### config.mk
export PLATFORM = sky130hd
export DESIGN_NAME = upvc_ram
export DESIGN_NICKNAME = d
export VERILOG_FILES = /design/src/upvc_ram.sv
export SDC_FILE = /design/constraint.sdc
export NUM_CORES = 2
export LEC_CHECK = 0
export ABC_AREA = 1
export BUFFER_PORTS_ARGS = -buffer_cell sky130_fd_sc_hd__buf_2
export CORE_MARGIN = 10
export CORE_UTILIZATION = 63
export DETAILED_ROUTE_END_ITERATION = 8
export PLACE_DENSITY = 0.79
export REMOVE_ABC_BUFFERS = 1
export SYNTH_ARGS = -nofsm -noshare
export SYNTH_HDL_FRONTEND = slang
export SYNTH_SLANG_ARGS = --single-unit
export TNS_END_PERCENT = 100
### constraint.sdc
create_clock -name clk -period 3.15 [get_ports clk]
set_input_delay 0 -clock clk [delete_from_list [all_inputs] [get_ports clk]]
set_output_delay 0 -clock clk [all_outputs]
set_load 0.05 [all_outputs]
### src/upvc_ram.sv
// ---------------------------------------------------------------------------
// upvc_ram
// Generic single-port RAM with a registered read.
// ---------------------------------------------------------------------------
`default_nettype none

module upvc_ram #(
    parameter int WIDTH = 8,
    parameter int DEPTH = 256
) (
    input  wire logic                     clk,
    input  wire logic                     we,
    input  wire logic [$clog2(DEPTH)-1:0] addr,
    input  wire logic [WIDTH-1:0]         wdata,
    output logic      [WIDTH-1:0]         rdata
);

    logic [WIDTH-1:0] mem_reg [DEPTH];

    always_ff @(posedge clk)
    begin
        if (we)
        begin
            mem_reg[addr] <= wdata;
        end
        rdata <= mem_reg[addr];
    end

endmodule : upvc_ram

`default_nettype wire

==> metrics.txt <==
first-pass GRT wire length 337 mm; share of cells above drive strength 1 7.20%; Worst-Margin Slew around 1.1 ns; Vias 59,200; Crit path required time roughly 3.6 ns; clock network fraction of total power 40.8%; fin crit share 84.5%; Worst path top cell family by delay simple AND/OR/NAND/NOR gates; DPL Wire Length around 130 mm; routed vias/inst roughly 5.9; H-tree Lvls 4; ANT cells 0; CP endpoint kind register; Psw 12.7 mW; hold depth 11; min Tclk post-route 2.66 ns; Iter 0 DRT Violations 8,186; largest net degree at the start of global routing 142; RSZ-0062 raised after global routing no; Yosys Warn Count 0; Switching Share 22.5%; Area Overhead vs Synth 11.5%; Final Wtd Congestion 0.921; grt met1 use a little under 40%; Root Buffer clkbuf_16; clk_skew 0.0437 ns; Synth Instances 8,021; largest stage delay on the critical path 0.83 ns; CP Cell Sequence dlygate4sd3_1 -> buf_2 -> inv_1 -> nor2_1 -> buf_4 -> nand2_1 -> nor2_1; Comb pwr share under 10%; Mapped Avg Cell Area approximately 11 um^2; final hold vios 0; # DRC 0; Worst-Skew Late Latency 0.83 ns; CP Max Fanout 16; HP Class in2reg; Rows 134; Final Slew Violations 0; Clock Pin Slew Worst Setup and Hold Paths 0.06 ns; vias in the first global route 57,400; Crit path buffers/inverters 4; post-synthesis mux area share 0%; Slew HR between 20 and 30%; CP Launch Type input port; GRT overflow 0; Total Nets Final between 8,000 and 9,000; critical path type in2reg; post-synthesis sequential area ratio 72.7%; First-pass DRT Iterations 6; Synth cell types 18; status completed; compound-cell area share of the yosys netlist 1.13%; largest family of logic cells by synthesized area simple AND/OR/NAND/NOR gates; DRT antenna net count 0; slowest stage cell, crit path nor2_1; Clock Sinks roughly 2,100; CTS buffer count approximately 190; Min Hold Slack 0.0583 ns; synthesized area 84,900 um^2; Critical Path AT between 3 and 4 ns; Post-Synth XOR/XNOR Area 0%; max FFs per register 2,048; Fmax 376 MHz; setup violators final 0; Synth Area in Adders 0%; reg2reg path depth 13; initial antenna violation count 3; Pwr Total 56.8 mW; Max-Cap Viols 0; Total Wirelength between 200 and 250 mm; Ports 26; Die Width 387 um; CTS max path bufs 3; most used routing layer met2; WP depth 7; Total GRT Usage 29.3%; Leak Pwr 37.9 nW; drt wl/cell 22.3 um; CTS tree built; die footprint 150,000 um^2; Post-Synth Simple-Gate Area a little under a quarter; CP most frequent cell nor2_1; Yosys reg bits 2,056; number of port buffers 25; Initial Util 63.5%; Core Area 134,000 um^2; die height approximately 390 um; internal power roughly 44 mW; PD cells 600 nW/um^2; Worst IR Drop VDD around 510 uV; met2 usage between 40% and 50%; Reg power frac 53.2%; grt met3 use 6.12%; post-CTS sizing 0
-- metrics by stage --
| stage | std cells | utilization, % | area, um^2 | TNS (ns) | setup WS [ns] |
|---|---|---|---|---|---|
| after floorplan | 7604 | - | 83000 | -4148.41 | -3.91 |
| after global placement | 9677 | 66.0 | 88200 | 0 | 0.288 |
| after detailed placement | 9677 | 66.0 | 88200 | 0 | 0.176 |
| after CTS | 10100 | 70.8 | 94600 | 0 | 0.620 |
| after global routing | 10100 | 70.8 | 94600 | 0 | 0.489 |
| final | 10100 | 70.8 | 94600 | 0 | 0.490 |
-- power by group through the flow --
stage	registers, mW	logic, mW	clock network, mW
2_1_floorplan	30.8	1.64	0
3_3_place_gp	30.8	3.20	0
3_5_place_dp	30.8	3.27	0
4_1_cts	30.2	3.33	23.2
5_1_grt	30.2	3.65	24.3
6_report	30.2	3.41	23.2
-- synth_stat cells --
cell      count  area share [%]
nand3_1     188             1.1
buf_6         7           0.093
o21ai_1     119            0.70
dfxtp_1       8            0.19
o21ai_0      41            0.24
inv_4         2           0.015
clkbuf_1    170            0.75
inv_1        31            0.14
buf_2       182             1.1
nor2_8        1           0.024
nand2_1    4770              21
edfxtp_1   2048              72
a21oi_1      32            0.19
buf_4         6           0.053
buf_1        52            0.23
nand2_4       1           0.013
inv_2         2          0.0089
nor2_1      361             1.6
-- timing repair --
item                                    CTS  global route
buffers inserted                          0             0
hold buffers                             13             0
endpoints found under the hold margin  1393             0
-- cell families (layout without fill, tap and decap cells) --
family                 Yosys count  after routing
and+or+nand+nor               5321           5321
DFF                           2056           2056
buffers and inverters          452            713
AOI/OAI and AO/OA              192            192
-- path summary, 6_finish.rpt --
check | start | to | slack (ns)
setup / recovery | addr[6] | mem_reg[120][4]$_DFFE_PP_ | 0.49
hold / removal | addr[1] | rdata[2]$_DFF_P_ | 0.06
setup reg to reg | mem_reg[179][5]$_DFFE_PP_ | rdata[5]$_DFF_P_ | 0.59
hold reg to reg | mem_reg[47][0]$_DFFE_PP_ | rdata[0]$_DFF_P_ | 0.94
-- area by class of cell --
type,instances,area [um^2]
Clock inverter,127,1200
Timing Repair Buffer,318,3050
Fill cell,8682,39000
Clock buffer,233,5060
Sequential cell,2056,61700
Tap cell,1768,2210
Inverter,35,165
Multi-Input combinational cell,5513,21200
-- metal layers --
layer	vias to the layer above	wire (um)
li1	26500	-
met1	27900	79800
met2	4001	105000
met3	685	28200
met4	6	11200
met5	-	36
-- cells in the final DEF (no fill, tap or decap), types with 38 or more instances in the layout --
master     netlist  routed
nand2_1       4770    4769
edfxtp_1      2048    2048
nor2_1         361     356
buf_4            6     233
clkbuf_16        0     197
nand3_1        188     188
o21ai_1        119     119
clkinv_1         0      47
buf_12           0      47
o21ai_0         41      41
clkinv_2         0      38
-- worst min-delay path, stage by stage --
cell	delay, ns
buf_8	0.20
nand2_1	0.09
nand2_1	0.06
nand2_1	0.05
nand2_1	0.06
o21ai_1	0.06
nand2_1	0.06
nor2_1	0.04
nor2_1	0.08
nor2_1	0.06
nand2_1	0.05
Note: power is estimated with default switching activity, not from simulation.
